**config.mk**
```make
export PLATFORM = sky130hd
export DESIGN_NAME = sorted_keyword_matcher_flat
export DESIGN_NICKNAME = d
export VERILOG_FILES = /design/src/hw/rtl/smk_pkg.sv /design/src/hw/rtl/smk_if.sv /design/src/hw/rtl/smk_ram.sv /design/src/hw/rtl/sorted_keyword_matcher.sv /design/src/flat_wrapper.sv
export SDC_FILE = /design/constraint.sdc
export NUM_CORES = 2
export LEC_CHECK = 0
export BUFFER_PORTS_ARGS = -buffer_cell sky130_fd_sc_hd__buf_2
export CAP_MARGIN = 40
export CORE_UTILIZATION = 34
export CTS_BUF_LIST = sky130_fd_sc_hd__clkbuf_4 sky130_fd_sc_hd__clkbuf_8 sky130_fd_sc_hd__clkbuf_16
export CTS_CLUSTER_DIAMETER = 40
export DETAILED_ROUTE_END_ITERATION = 10
export GPL_TIMING_DRIVEN = 0
export PLACE_DENSITY = 0.45
export RECOVER_POWER = 25
export SKIP_LAST_GASP = 1
export SYNTH_ARGS = -nofsm -noshare
export SYNTH_HDL_FRONTEND = slang
export SYNTH_SLANG_ARGS = --single-unit
```
**constraint.sdc**
```tcl
create_clock -name clk -period 4.65 [get_ports clk]
set_input_delay 0 -clock clk [delete_from_list [all_inputs] [get_ports clk]]
set_output_delay 0 -clock clk [all_outputs]
set_load 0.02 [all_outputs]
```
**src/hw/rtl/smk_pkg.sv**
```systemverilog
// Shared types and constants for the sorted keyword matcher.
`default_nettype none

package smk_pkg;

  // Configuration port
  localparam int CFG_IDX_W  = 2;
  localparam int CFG_DATA_W = 32;
  localparam logic [CFG_IDX_W-1:0] CFG_SEPARATOR_CHARS = 2'd0;
  localparam logic [CFG_IDX_W-1:0] CFG_LIST_LENGTH     = 2'd1;

  localparam int LIST_LEN_W = 5;
  localparam int CHAR_W     = 8;
  localparam int IDX_W      = 4;
  localparam int SEP_MAX    = 4;

  // Word commands
  localparam logic CMD_LOAD  = 1'b0;
  localparam logic CMD_MATCH = 1'b1;

  typedef enum logic [1:0] {
    ST_CONTINUE    = 2'd0,
    ST_MATCHED     = 2'd1,
    ST_NOT_IN_LIST = 2'd2,
    ST_STRING_END  = 2'd3
  } status_t;

  typedef enum logic [3:0] {
    S_IDLE = 4'b0001,
    S_RD   = 4'b0010,
    S_CMP  = 4'b0100,
    S_OUT  = 4'b1000
  } state_t;

endpackage

`default_nettype wire

```
**src/hw/rtl/smk_if.sv**
```systemverilog
// Valid/ready channel interfaces for the input and result words.
`default_nettype none

interface smk_in_if;
  logic                         valid;
  logic                         ready;
  logic                         command;
  logic                         start_req;
  logic [smk_pkg::CHAR_W-1:0]   char_value;
  logic [smk_pkg::IDX_W-1:0]    entry_index;
  logic [smk_pkg::IDX_W-1:0]    char_position;

  modport source (output valid, command, start_req, char_value, entry_index, char_position,
                  input ready);
  modport sink   (input valid, command, start_req, char_value, entry_index, char_position,
                  output ready);
endinterface

interface smk_out_if;
  logic                       valid;
  logic                       ready;
  smk_pkg::status_t           status;
  logic [smk_pkg::IDX_W-1:0]  match_index;

  modport source (output valid, status, match_index, input ready);
  modport sink   (input valid, status, match_index, output ready);
endinterface

`default_nettype wire

```
**src/hw/rtl/smk_ram.sv**
```systemverilog
// Generic single-write, single-read RAM with registered read data.
`default_nettype none

module smk_ram #(
  parameter int WIDTH = 8,
  parameter int DEPTH = 256
) (
  input  wire logic                     clk,
  input  wire logic                     we,
  input  wire logic [$clog2(DEPTH)-1:0] waddr,
  input  wire logic [WIDTH-1:0]         wdata,
  input  wire logic [$clog2(DEPTH)-1:0] raddr,
  output logic      [WIDTH-1:0]         rdata
);

  logic [WIDTH-1:0] mem [DEPTH];

  always_ff @(posedge clk) begin
    if (we) begin
      mem[waddr] <= wdata;
    end
    rdata <= mem[raddr];
  end

endmodule

`default_nettype wire

```
**src/hw/rtl/sorted_keyword_matcher.sv**
```systemverilog
// Top level of the sorted keyword matcher: window sequencer, table RAM and result register.
//
//  channel  | dir | handshake          | payload
//  ---------+-----+--------------------+--------------------------------------------------
//  in_ch    | in  | valid/ready        | command, start_req, char_value, entry_index,
//           |     |                    | char_position
//  out_ch   | out | valid/ready        | status, match_index
//  cfg_*    | in  | cfg_we, no wait    | cfg_index, cfg_wdata (32 bits)
//
//  A load word writes one table byte when entry and position are in range; it gives no result.
//  A match word scans the window one entry at a time: S_RD addresses the entry's byte and
//  S_CMP compares it; a scan that runs off the end of the window passes S_RD once more
//  before S_OUT. A NUL character or a full position goes straight to S_OUT.
//  rst_n (synchronous, active low) clears window, position, registers and the output valid;
//  the table is not cleared. A stalled result holds in the output register while the next word
//  is accepted; the sequencer then waits in its output state until the slot frees.
`default_nettype none

module sorted_keyword_matcher #(
  parameter int NUM_ENTRIES = 16,
  parameter int MAX_LEN     = 16,
  parameter int SEP_SLOTS   = 4
) (
  input  wire logic                               clk,
  input  wire logic                               rst_n,
  input  wire logic                               cfg_we,
  input  wire logic [smk_pkg::CFG_IDX_W-1:0]      cfg_index,
  input  wire logic [smk_pkg::CFG_DATA_W-1:0]     cfg_wdata,
  smk_in_if.sink                                  in_ch,
  smk_out_if.source                               out_ch
);

  import smk_pkg::*;

  localparam int DEPTH = NUM_ENTRIES * MAX_LEN;
  localparam int AW    = $clog2(DEPTH);
  localparam int EW    = $clog2(NUM_ENTRIES + 1);
  localparam int PW    = $clog2(MAX_LEN + 1);

  localparam logic [AW-1:0] ROW_STRIDE = AW'(MAX_LEN);
  localparam logic [EW-1:0] ENTRIES_E  = EW'(NUM_ENTRIES);
  localparam logic [PW-1:0] MAX_LEN_P  = PW'(MAX_LEN);

  // Configuration registers
  logic [CFG_DATA_W-1:0] sep_chars_r;
  logic [LIST_LEN_W-1:0] list_len_r;

  // Window state
  state_t        state_r, state_nxt;
  logic [EW-1:0] first_r, first_nxt;
  logic [EW-1:0] last_r, last_nxt;
  logic [PW-1:0] pos_r, pos_nxt;

  // Scan scratch
  logic [EW-1:0]     w_r, w_nxt;
  logic [EW-1:0]     nf_r, nf_nxt;
  logic              found_r, found_nxt;
  logic              sep_r, sep_nxt;
  logic [CHAR_W-1:0] want_r, want_nxt;
  status_t           res_status_r, res_status_nxt;
  logic [IDX_W-1:0]  res_index_r, res_index_nxt;

  // Output word register
  logic              out_valid_r, out_valid_nxt;
  status_t           out_status_r, out_status_nxt;
  logic [IDX_W-1:0]  out_index_r, out_index_nxt;

  // Table RAM
  logic              ram_we;
  logic [AW-1:0]     ram_waddr;
  logic [AW-1:0]     ram_raddr;
  logic [CHAR_W-1:0] ram_rdata;

  logic              in_acc;
  logic              load_ok;
  logic              is_sep;
  logic [EW-1:0]     eff_first;
  logic [EW-1:0]     eff_last;
  logic [PW-1:0]     eff_pos;
  logic [EW-1:0]     clamp_len;

  assign in_ch.ready = (state_r == S_IDLE);
  assign in_acc      = in_ch.valid && in_ch.ready;

  assign out_ch.valid       = out_valid_r;
  assign out_ch.status      = out_status_r;
  assign out_ch.match_index = out_index_r;

  // Load words write straight into the table when in range; the rest drop.
  assign load_ok   = (int'(in_ch.entry_index) < NUM_ENTRIES) &&
                     (int'(in_ch.char_position) < MAX_LEN);
  assign ram_we    = in_acc && (in_ch.command == CMD_LOAD) && load_ok;
  assign ram_waddr = AW'(in_ch.entry_index) * ROW_STRIDE + AW'(in_ch.char_position);
  assign ram_raddr = AW'(w_r) * ROW_STRIDE + AW'(pos_r);

  smk_ram #(
    .WIDTH (CHAR_W),
    .DEPTH (DEPTH)
  ) u_table (
    .clk   (clk),
    .we    (ram_we),
    .waddr (ram_waddr),
    .wdata (in_ch.char_value),
    .raddr (ram_raddr),
    .rdata (ram_rdata)
  );

  // Separator test: a zero slot is unused, slots beyond SEP_SLOTS are ignored.
  always_comb begin
    is_sep = 1'b0;
    for (int k = 0; k < SEP_MAX; k++) begin
      if ((k < SEP_SLOTS) && (sep_chars_r[8*k +: 8] != '0) &&
          (sep_chars_r[8*k +: 8] == in_ch.char_value)) begin
        is_sep = 1'b1;
      end
    end
  end

  // Clamp an oversized list length to the table size.
  assign clamp_len = (int'(list_len_r) > NUM_ENTRIES) ? ENTRIES_E : EW'(list_len_r);
  assign eff_first = in_ch.start_req ? '0 : first_r;
  assign eff_last  = in_ch.start_req ? clamp_len : last_r;
  assign eff_pos   = in_ch.start_req ? '0 : pos_r;

  always_comb begin
    state_nxt      = state_r;
    first_nxt      = first_r;
    last_nxt       = last_r;
    pos_nxt        = pos_r;
    w_nxt          = w_r;
    nf_nxt         = nf_r;
    found_nxt      = found_r;
    sep_nxt        = sep_r;
    want_nxt       = want_r;
    res_status_nxt = res_status_r;
    res_index_nxt  = res_index_r;
    out_valid_nxt  = out_valid_r && !out_ch.ready;
    out_status_nxt = out_status_r;
    out_index_nxt  = out_index_r;

    case (state_r)
      S_IDLE: begin
        if (in_acc && (in_ch.command == CMD_MATCH)) begin
          // A start request reopens the window over the whole list.
          first_nxt     = eff_first;
          last_nxt      = eff_last;
          pos_nxt       = eff_pos;
          res_index_nxt = '0;
          if (in_ch.char_value == '0) begin
            res_status_nxt = ST_STRING_END;
            state_nxt      = S_OUT;
          end else if (eff_pos >= MAX_LEN_P) begin
            res_status_nxt = ST_NOT_IN_LIST;
            state_nxt      = S_OUT;
          end else begin
            // A separator matches the entry terminator.
            sep_nxt   = is_sep;
            want_nxt  = is_sep ? '0 : in_ch.char_value;
            w_nxt     = eff_first;
            nf_nxt    = eff_first;
            found_nxt = 1'b0;
            state_nxt = S_RD;
          end
        end
      end

      S_RD: begin
        if (w_r < last_r) begin
          // Address the table byte for entry w at the current position.
          state_nxt = S_CMP;
        end else begin
          // Window exhausted: narrow if anything matched.
          if (found_r) begin
            first_nxt      = nf_r;
            pos_nxt        = pos_r + 1'b1;
            res_status_nxt = ST_CONTINUE;
          end else begin
            res_status_nxt = ST_NOT_IN_LIST;
          end
          state_nxt = S_OUT;
        end
      end

      S_CMP: begin
        if (ram_rdata == want_r) begin
          if (sep_r) begin
            // First terminated entry wins; window stays as it is.
            res_status_nxt = ST_MATCHED;
            res_index_nxt  = IDX_W'(w_r);
            state_nxt      = S_OUT;
          end else begin
            if (!found_r) begin
              nf_nxt = w_r;
            end
            found_nxt = 1'b1;
            w_nxt     = w_r + 1'b1;
            state_nxt = S_RD;
          end
        end else if (found_r) begin
          // Sorted table: the first miss after a hit closes the window.
          first_nxt      = nf_r;
          last_nxt       = w_r;
          pos_nxt        = pos_r + 1'b1;
          res_status_nxt = ST_CONTINUE;
          state_nxt      = S_OUT;
        end else begin
          w_nxt     = w_r + 1'b1;
          state_nxt = S_RD;
        end
      end

      S_OUT: begin
        // Hold until the output slot is free, then hand the word over.
        if (!out_valid_r || out_ch.ready) begin
          out_valid_nxt  = 1'b1;
          out_status_nxt = res_status_r;
          out_index_nxt  = res_index_r;
          state_nxt      = S_IDLE;
        end
      end

      default: begin
        state_nxt = S_IDLE;
      end
    endcase
  end

  always_ff @(posedge clk) begin
    if (!rst_n) begin
      state_r     <= S_IDLE;
      first_r     <= '0;
      last_r      <= '0;
      pos_r       <= '0;
      out_valid_r <= 1'b0;
      sep_chars_r <= '0;
      list_len_r  <= '0;
    end else begin
      state_r     <= state_nxt;
      first_r     <= first_nxt;
      last_r      <= last_nxt;
      pos_r       <= pos_nxt;
      out_valid_r <= out_valid_nxt;
      if (cfg_we) begin
        case (cfg_index)
          CFG_SEPARATOR_CHARS: sep_chars_r <= cfg_wdata;
          CFG_LIST_LENGTH:     list_len_r  <= cfg_wdata[LIST_LEN_W-1:0];
          default: ;
        endcase
      end
    end
  end

  always_ff @(posedge clk) begin
    w_r          <= w_nxt;
    nf_r         <= nf_nxt;
    found_r      <= found_nxt;
    sep_r        <= sep_nxt;
    want_r       <= want_nxt;
    res_status_r <= res_status_nxt;
    res_index_r  <= res_index_nxt;
    out_status_r <= out_status_nxt;
    out_index_r  <= out_index_nxt;
  end

endmodule

`default_nettype wire
```
**src/flat_wrapper.sv**
```systemverilog
// flat-port wrapper written by rule: the top's interface ports become plain ports
module sorted_keyword_matcher_flat import smk_pkg::*;
#(
  parameter int NUM_ENTRIES = 16,
  parameter int MAX_LEN     = 16,
  parameter int SEP_SLOTS   = 4
)
  (clk, rst_n, cfg_we, cfg_index, cfg_wdata, in_ch_valid, in_ch_command, in_ch_start_req, in_ch_char_value, in_ch_entry_index, in_ch_char_position, in_ch_ready, out_ch_valid, out_ch_status, out_ch_match_index, out_ch_ready);
  smk_in_if in_ch_i ();
  smk_out_if out_ch_i ();
  input  wire logic clk;
  input  wire logic rst_n;
  input  wire logic cfg_we;
  input  wire logic [smk_pkg::CFG_IDX_W-1:0] cfg_index;
  input  wire logic [smk_pkg::CFG_DATA_W-1:0] cfg_wdata;
  input wire logic [$bits(in_ch_i.valid)-1:0] in_ch_valid;
  input wire logic [$bits(in_ch_i.command)-1:0] in_ch_command;
  input wire logic [$bits(in_ch_i.start_req)-1:0] in_ch_start_req;
  input wire logic [$bits(in_ch_i.char_value)-1:0] in_ch_char_value;
  input wire logic [$bits(in_ch_i.entry_index)-1:0] in_ch_entry_index;
  input wire logic [$bits(in_ch_i.char_position)-1:0] in_ch_char_position;
  output wire logic [$bits(in_ch_i.ready)-1:0] in_ch_ready;
  output wire logic [$bits(out_ch_i.valid)-1:0] out_ch_valid;
  output wire logic [$bits(out_ch_i.status)-1:0] out_ch_status;
  output wire logic [$bits(out_ch_i.match_index)-1:0] out_ch_match_index;
  input wire logic [$bits(out_ch_i.ready)-1:0] out_ch_ready;
  assign in_ch_i.valid = in_ch_valid;
  assign in_ch_i.command = in_ch_command;
  assign in_ch_i.start_req = in_ch_start_req;
  assign in_ch_i.char_value = in_ch_char_value;
  assign in_ch_i.entry_index = in_ch_entry_index;
  assign in_ch_i.char_position = in_ch_char_position;
  assign in_ch_ready = in_ch_i.ready;
  assign out_ch_valid = out_ch_i.valid;
  assign out_ch_status = out_ch_i.status;
  assign out_ch_match_index = out_ch_i.match_index;
  assign out_ch_i.ready = out_ch_ready;
  sorted_keyword_matcher #(.NUM_ENTRIES(NUM_ENTRIES), .MAX_LEN(MAX_LEN), .SEP_SLOTS(SEP_SLOTS)) u_core (.clk(clk), .rst_n(rst_n), .cfg_we(cfg_we), .cfg_index(cfg_index), .cfg_wdata(cfg_wdata), .in_ch(in_ch_i), .out_ch(out_ch_i));
endmodule
```
# Word level (Yosys, flattened, before mapping)
# Memory sizes are Yosys's and may differ from the RTL's. A register that Yosys moved wholly into a read port is not among the register bits.
# Index checks and enable logic that the tools add are counted.
[word_totals]
reg_bits = 89
latch_bits = 0
mem_bits_rw = 2048
romBits = 0
inputBits = 57
output_inout_bits = 8
word_cells = 150
n_memories = 1
[op_classes]
addsub = 4
mul = 0
div = 0
order_cmp = 3
n_eq_ne = 27
shift = 0
n_mux = 65
n_bitwise = 3
reduce_logical = 31
[mem_list]
columns = ["name", "words", "width", "read_ports", "rd_ports_with_merged_regs", "write_ports", "line", "text"]
rows = [
  ["u_core.u_table.mem", 256, 8, 1, 1, 1, "smk_ram.sv:16", "logic [WIDTH-1:0] mem [DEPTH];"],
]
[op_table]
columns = ["op", "count"]
rows = [
  ["2-to-1 mux 5 bit", 24],
  ["2-to-1 mux 4 bit", 11],
  ["== test 8 bit", 5],
  ["nonzero test 8 bit", 4],
  ["one-hot mux 5 bit (2 select lines)", 3],
  ["one-hot mux 5 bit (3 select lines)", 2],
  ["AND reduction 6 bit", 3],
  ["2-to-1 mux 2 bit", 8],
  ["!= test 2 bit (second input constant)", 8],
  ["one-hot mux 4 bit (4 select lines)", 1],
  ["2-to-1 mux 1 bit", 13],
  ["AND reduction 4 bit", 3],
  ["adder 5 x 1 -> 5 bit (second input constant)", 2],
  ["!= test 3 bit (second input constant)", 3],
  ["adder 8 x 4 -> 8 bit", 1],
  ["adder 8 x 5 -> 8 bit", 1],
  ["logical AND 1 bit", 8],
  ["logical NOT 8 bit", 1],
  ["!= test 2 x 1 -> 1 bit (second input constant)", 4],
  ["one-hot mux 4 bit (2 select lines)", 1],
  ["AND reduction 2 bit", 4],
  ["AND reduction 7 bit", 1],
  ["one-hot mux 2 bit (3 select lines)", 1],
  [">= comparator 5 bit (second input constant)", 1],
  ["other kinds (17)", 20],
]

# Longest topological paths before layout
[depth]
depth_word = 6
ltp_mapped = 13
ltp_nobuf = 9

# Cells and area by module
# Synthesis repeated with hierarchy kept, for this count alone.
[unflattened]
cells_unflattened = 4171
hier_area_um2 = 83796.6
[by_module_without_submodules]
columns = ["mod", "n_inst", "cells_per_inst", "area_each_um2", "seq_area_each_um2"]
rows = [
  ["smk_ram", 1, 3733, 79556.3, 61659.1],
  ["sorted_keyword_matcher", 1, 438, 4240.3, 2102.0],
]

# Worst setup path after synthesis
# Ideal clock, no wire load.
[synth_path]
kind = "flip-flop to flip-flop"
start = "register u_core.state_r[3]"
end = "memory u_core.u_table.mem[118][0] (enable)"
setup_time_ns = 0.370
arrival_ns = 2.369
required_time_ns = 4.280
slack_ns = 1.911
stages_incl_launch_ff = 7
n_path_buf = 1
period_less_slack_ns = 2.739
path_cell_list = "dfxtp_1 -> nor4b_4 -> nand2_1 -> nor4b_1 -> nand3_1 -> clkbuf_1 -> nor2_1"
[synth_via]
elab_chain_len = 5
[synth_lines]
columns = ["item", "line", "text"]
rows = [
  ["from (decl)", "sorted_keyword_matcher.sv:49", "state_t state_r, state_nxt;"],
  ["from (signal assigned)", "sorted_keyword_matcher.sv:238", "state_r <= state_nxt;"],
  ["== test 4 x 1 -> 1 bit", "sorted_keyword_matcher.sv:82", "assign in_ch.ready = (state_r == S_IDLE);"],
  ["named net in_ch_ready", "flat_wrapper.sv:22", "output wire logic [$bits(in_ch_i.ready)-1:0] in_ch_ready;"],
  ["logical AND 1 bit", "sorted_keyword_matcher.sv:83", "assign in_acc = in_ch.valid && in_ch.ready;"],
  ["logical AND 1 bit", "sorted_keyword_matcher.sv:92", "assign ram_we = in_acc && (in_ch.command == CMD_LOAD) && load_ok;"],
  ["2-to-1 mux 1 bit", "smk_ram.sv:19", "if (we) begin"],
  ["2-to-1 mux 1 bit (not written as such)", "smk_ram.sv:20", "mem[waddr] <= wdata;"],
  ["to (decl)", "smk_ram.sv:16", ""],
]
# The timed path passes the listed nets, and every way through them passes these cells.

# Worst setup path after layout
[layout_path]
start = "register u_core.pos_r[1]"
end = "register u_core.u_table.rdata[2] (read register of u_core.u_table.mem)"
[layout_via]
elab_chain_len = 1
[layout_lines]
columns = ["item", "line", "text"]
rows = [
  ["from (decl)", "sorted_keyword_matcher.sv:52", "logic [PW-1:0] pos_r, pos_nxt;"],
  ["from (signal assigned)", "sorted_keyword_matcher.sv:241", "pos_r <= pos_nxt;"],
  ["adder 8 x 5 -> 8 bit", "sorted_keyword_matcher.sv:94", "assign ram_raddr = AW'(w_r) * ROW_STRIDE + AW'(pos_r);"],
  ["to (decl)", "smk_ram.sv:13", "output logic [WIDTH-1:0] rdata"],
]
# No other way between the ends.
# A chain may end at the register's enable or synchronous reset.

==> qor.csv <==
stage;metric;value;unit
synthesis;Synth warnings;0;
finish;# fillers;21500;
routing;WL final;382000;µm
synthesis;synth cell count leaders;edfxtp_1 (2080), mux4_2 (445), nor2_1 (327);
sta;RSZ-0062 raised after global routing;true;
floorplanning;Starting Density;34.2;%
global_routing;total track usage;30.3;%
synthesis;Syn Nets;4296;
place;GP Congestion;0.968;
clock_network;Num CTS Buffers;358;
sta;Setup Total Neg Slack;-1570;ps
sta;final hold slack;66.4;ps
global_routing;first-pass GRT wire length;491000;µm
clock_network;Clock Latency Late Sink;990;ps
place;hpwl dp;252000;µm
sta;Final Hold Vio Count;0;
synthesis;Post-Synthesis Cells;4231;
floorplanning;Die H;499;µm
routing;post-route ant nets;0;
synthesis;post-synth top area cell;edfxtp_1;
floorplanning;die width;499;µm
synthesis;ys async rst share;0;%
clock_network;Root Buffer;clkbuf_16;
worst_hold_path;HP Class;in -> reg;
global_routing;largest net degree at the start of global routing;134;
routing;remaining design rule violation count;0;
routing;Avg WL per Cell;44.5;µm
worst_setup_path;Startpoint Class;register;
worst_setup_path;R2R setup slack;-250;ps
finish;register area;0.0638;mm²
synthesis;most common flop cell mapped by yosys;edfxtp_1;
worst_setup_path;Crit Path Class;reg -> reg;
global_routing;initial antenna violation count;45;
sta;Tcrit/Tclk final;105;%
synthesis;area share of the largest cell type after synthesis;74.4;%
synthesis;register area share after synthesis;75.9;%
finish;share of cells above drive strength 1;30.3;%
sta;Max Slew Vio Count;502;
floorplanning;core box area;0.246;mm²
synthesis;#FFs+latches synth;2145;
sta;relative slew slack;-121;%
sta;fmax;204;MHz
finish;area of the multi-input gates;0.0187;mm²
floorplanning;std cell rows;182;
synthesis;count leader, synth;edfxtp_1;
clock_network;H-Tree Depth;5;
place;Placement Setup Slack;-1100;ps
sta;final setup margin;-254;ps
sta;transition time of the tightest slew-check pin;3320;ps
floorplanning;IO Count;65;
synthesis;Post-synth EDFFs;2080;
run_status;status;finished, violations left;
place;buffers added on ports;64;
flow_run;maximum capacitance violations;5;
power;leakage;33.4;nW
power;Pwr Density;466;mW/mm²
clock_network;Worst-path clk slew;60;ps
worst_setup_path;Worst EP required;5400;ps
run_status;violated checks;max-capacitance violations, max-slew violations, negative setup slack;
synthesis;post-synthesis cell type count;78;
sta;Final min period;4900;ps
sta;setup violators final;7;
worst_setup_path;Worst Path Max Fanout;10;
worst_setup_path;Critical Path AT;5660;ps
finish;nets;5134;
power;Worst VDD drop;0.000407;V
synthesis;Synth area leaders;edfxtp_1 (74%), mux4_2 (12%), mux2i_1 (2.2%);
floorplanning;die area;0.249;mm²
routing;drt initial violations;9005;
routing;DRT Pass-1 Iters;8;
clock_network;TritonCTS clock tree;built;
finish;area growth from synthesis to layout;25.2;%
sta;Final Skew;65.2;ps
worst_setup_path;nature of the critical path endpoint;register;
clock_network;deepest clock path buffer count;4;
routing;vias per inst;6.04;
global_routing;total gr overflow;0;
clock_network;clock tree sinks;2145;
synthesis;syn_area_per_cell;19.8;µm²
synthesis;Synth Cell Area;0.0840;mm²
global_routing;number of global-route vias before repair;49900;
routing;routed via count;51700;
-- cell families after synthesis --
family / synth area share [%]
DFF: 75.9
muxes: 14.5
and+or+nand+nor: 3.26
AOI/OAI and AO/OA: 3.84
buffers and inverters: 1.83
xor gates and xnor gates: 0.459
adders and majority gates: 0.119
-- through the flow --
| step | total power [W] | cell area, µm² | util (%) | std cells |
|---|---|---|---|---|
| floorplan | 0.0219 | 84000 | - | 4231 |
| global placement | 0.0226 | 88300 | 35.9 | 7515 |
| detailed placement | 0.0226 | 91700 | 37.3 | 7788 |
| CTS | 0.0491 | 105000 | 42.8 | 8562 |
| global route | 0.0499 | 105000 | 42.8 | 8566 |
| finish | 0.0490 | 105000 | 42.8 | 8571 |
-- state kept, by name, summed over array words and instances, names as in the netlist, 5 cells and up --
signal,flops
u_core.first_r,5
u_core.last_r,5
u_core.list_len_r,5
u_core.nf_r,5
u_core.pos_r,5
u_core.sep_chars_r,32
u_core.u_table.mem,2048
u_core.u_table.rdata,8
u_core.w_r,5
u_core.want_r,8
-- layer usage --
metal  track usage (%)  up-vias  routed length, µm
met1              40.4    27800             147000
met3              8.58      901              43800
met4              15.6       16              22900
li1                  -    19200                  -
met5                 0        -                102
met2              45.2     3788             167000
-- worst max-delay path, stage by stage, from the launching register on --
cell and delay (ps):
dfxtp_1 340, buf_4 330, buf_4 410, buf_4 600
buf_2 850, mux4_2 530, o21ai_0 300, o41ai_1 110
a21oi_1 820, o32ai_2 330
-- cell usage in the layout, fill, tap and decap left out, drive strengths merged, types with 7 or more instances in the layout --
cell and instances:
ha 8, a31oi 15, a221oi 22, clkbuf 516, mux2 24, dlygate4sd3 140, nor4 17, inv 61
nand4 9, o21ai 49, o211ai 10, buf 466, a22o 9, xor2 40, a22oi 75, clkinvlp 47
bufinv 41, diode 8, mux2i 181, clkinv 114, o221ai 37, mux4 449, o22ai 31, nor2b 21
nand3 40, a21oi 113, nor2 327, nand3b 7, a2111oi 8, edfxtp 2080, nand2 165, nand2b 10
nor3 18, a211oi 38, dfxtp 65
-- area by class of cell --
class / instances / area share (%)
Antenna cell: 8 / 0.0190
Buffer: 251 / 1.51
Clock buffer: 391 / 8.84
Clock inverter: 243 / 2.55
Inverter: 20 / 0.0714
Multi-Input combinational cell: 1812 / 17.8
Sequential cell: 2145 / 60.7
Tap cell: 3220 / 3.83
Timing Repair Buffer: 481 / 4.71
-- timing repair --
item,4_1_cts,5_1_grt
buffers inserted,3,0
setup endpoints to repair,8,4
resized for setup,25,5
hold endpoints to repair,1682,0
pin swaps,0,0
hold buffers,140,0
-- final timing paths --
kind / from / end / depth (start not counted)
worst min register to register: u_core.res_status_r[1] / u_core.out_ch.status[1] / 0
worst min-delay path: in_ch_char_value[5] / u_core.u_table.mem[97][5] / 2
worst max-delay path: u_core.pos_r[1] / u_core.u_table.rdata[2] / 9
worst max register to register: u_core.pos_r[1] / u_core.u_table.rdata[2] / 9
-- power by group --
group | leakage [nW] | internal, W | switching, W
sequential | 19.2 | 0.0213 | 0.0000262
clock | 5.76 | 0.0168 | 0.00986
combinational | 8.44 | 0.000262 | 0.000818
No activity file was read; power rests on OpenSTA's default activity.
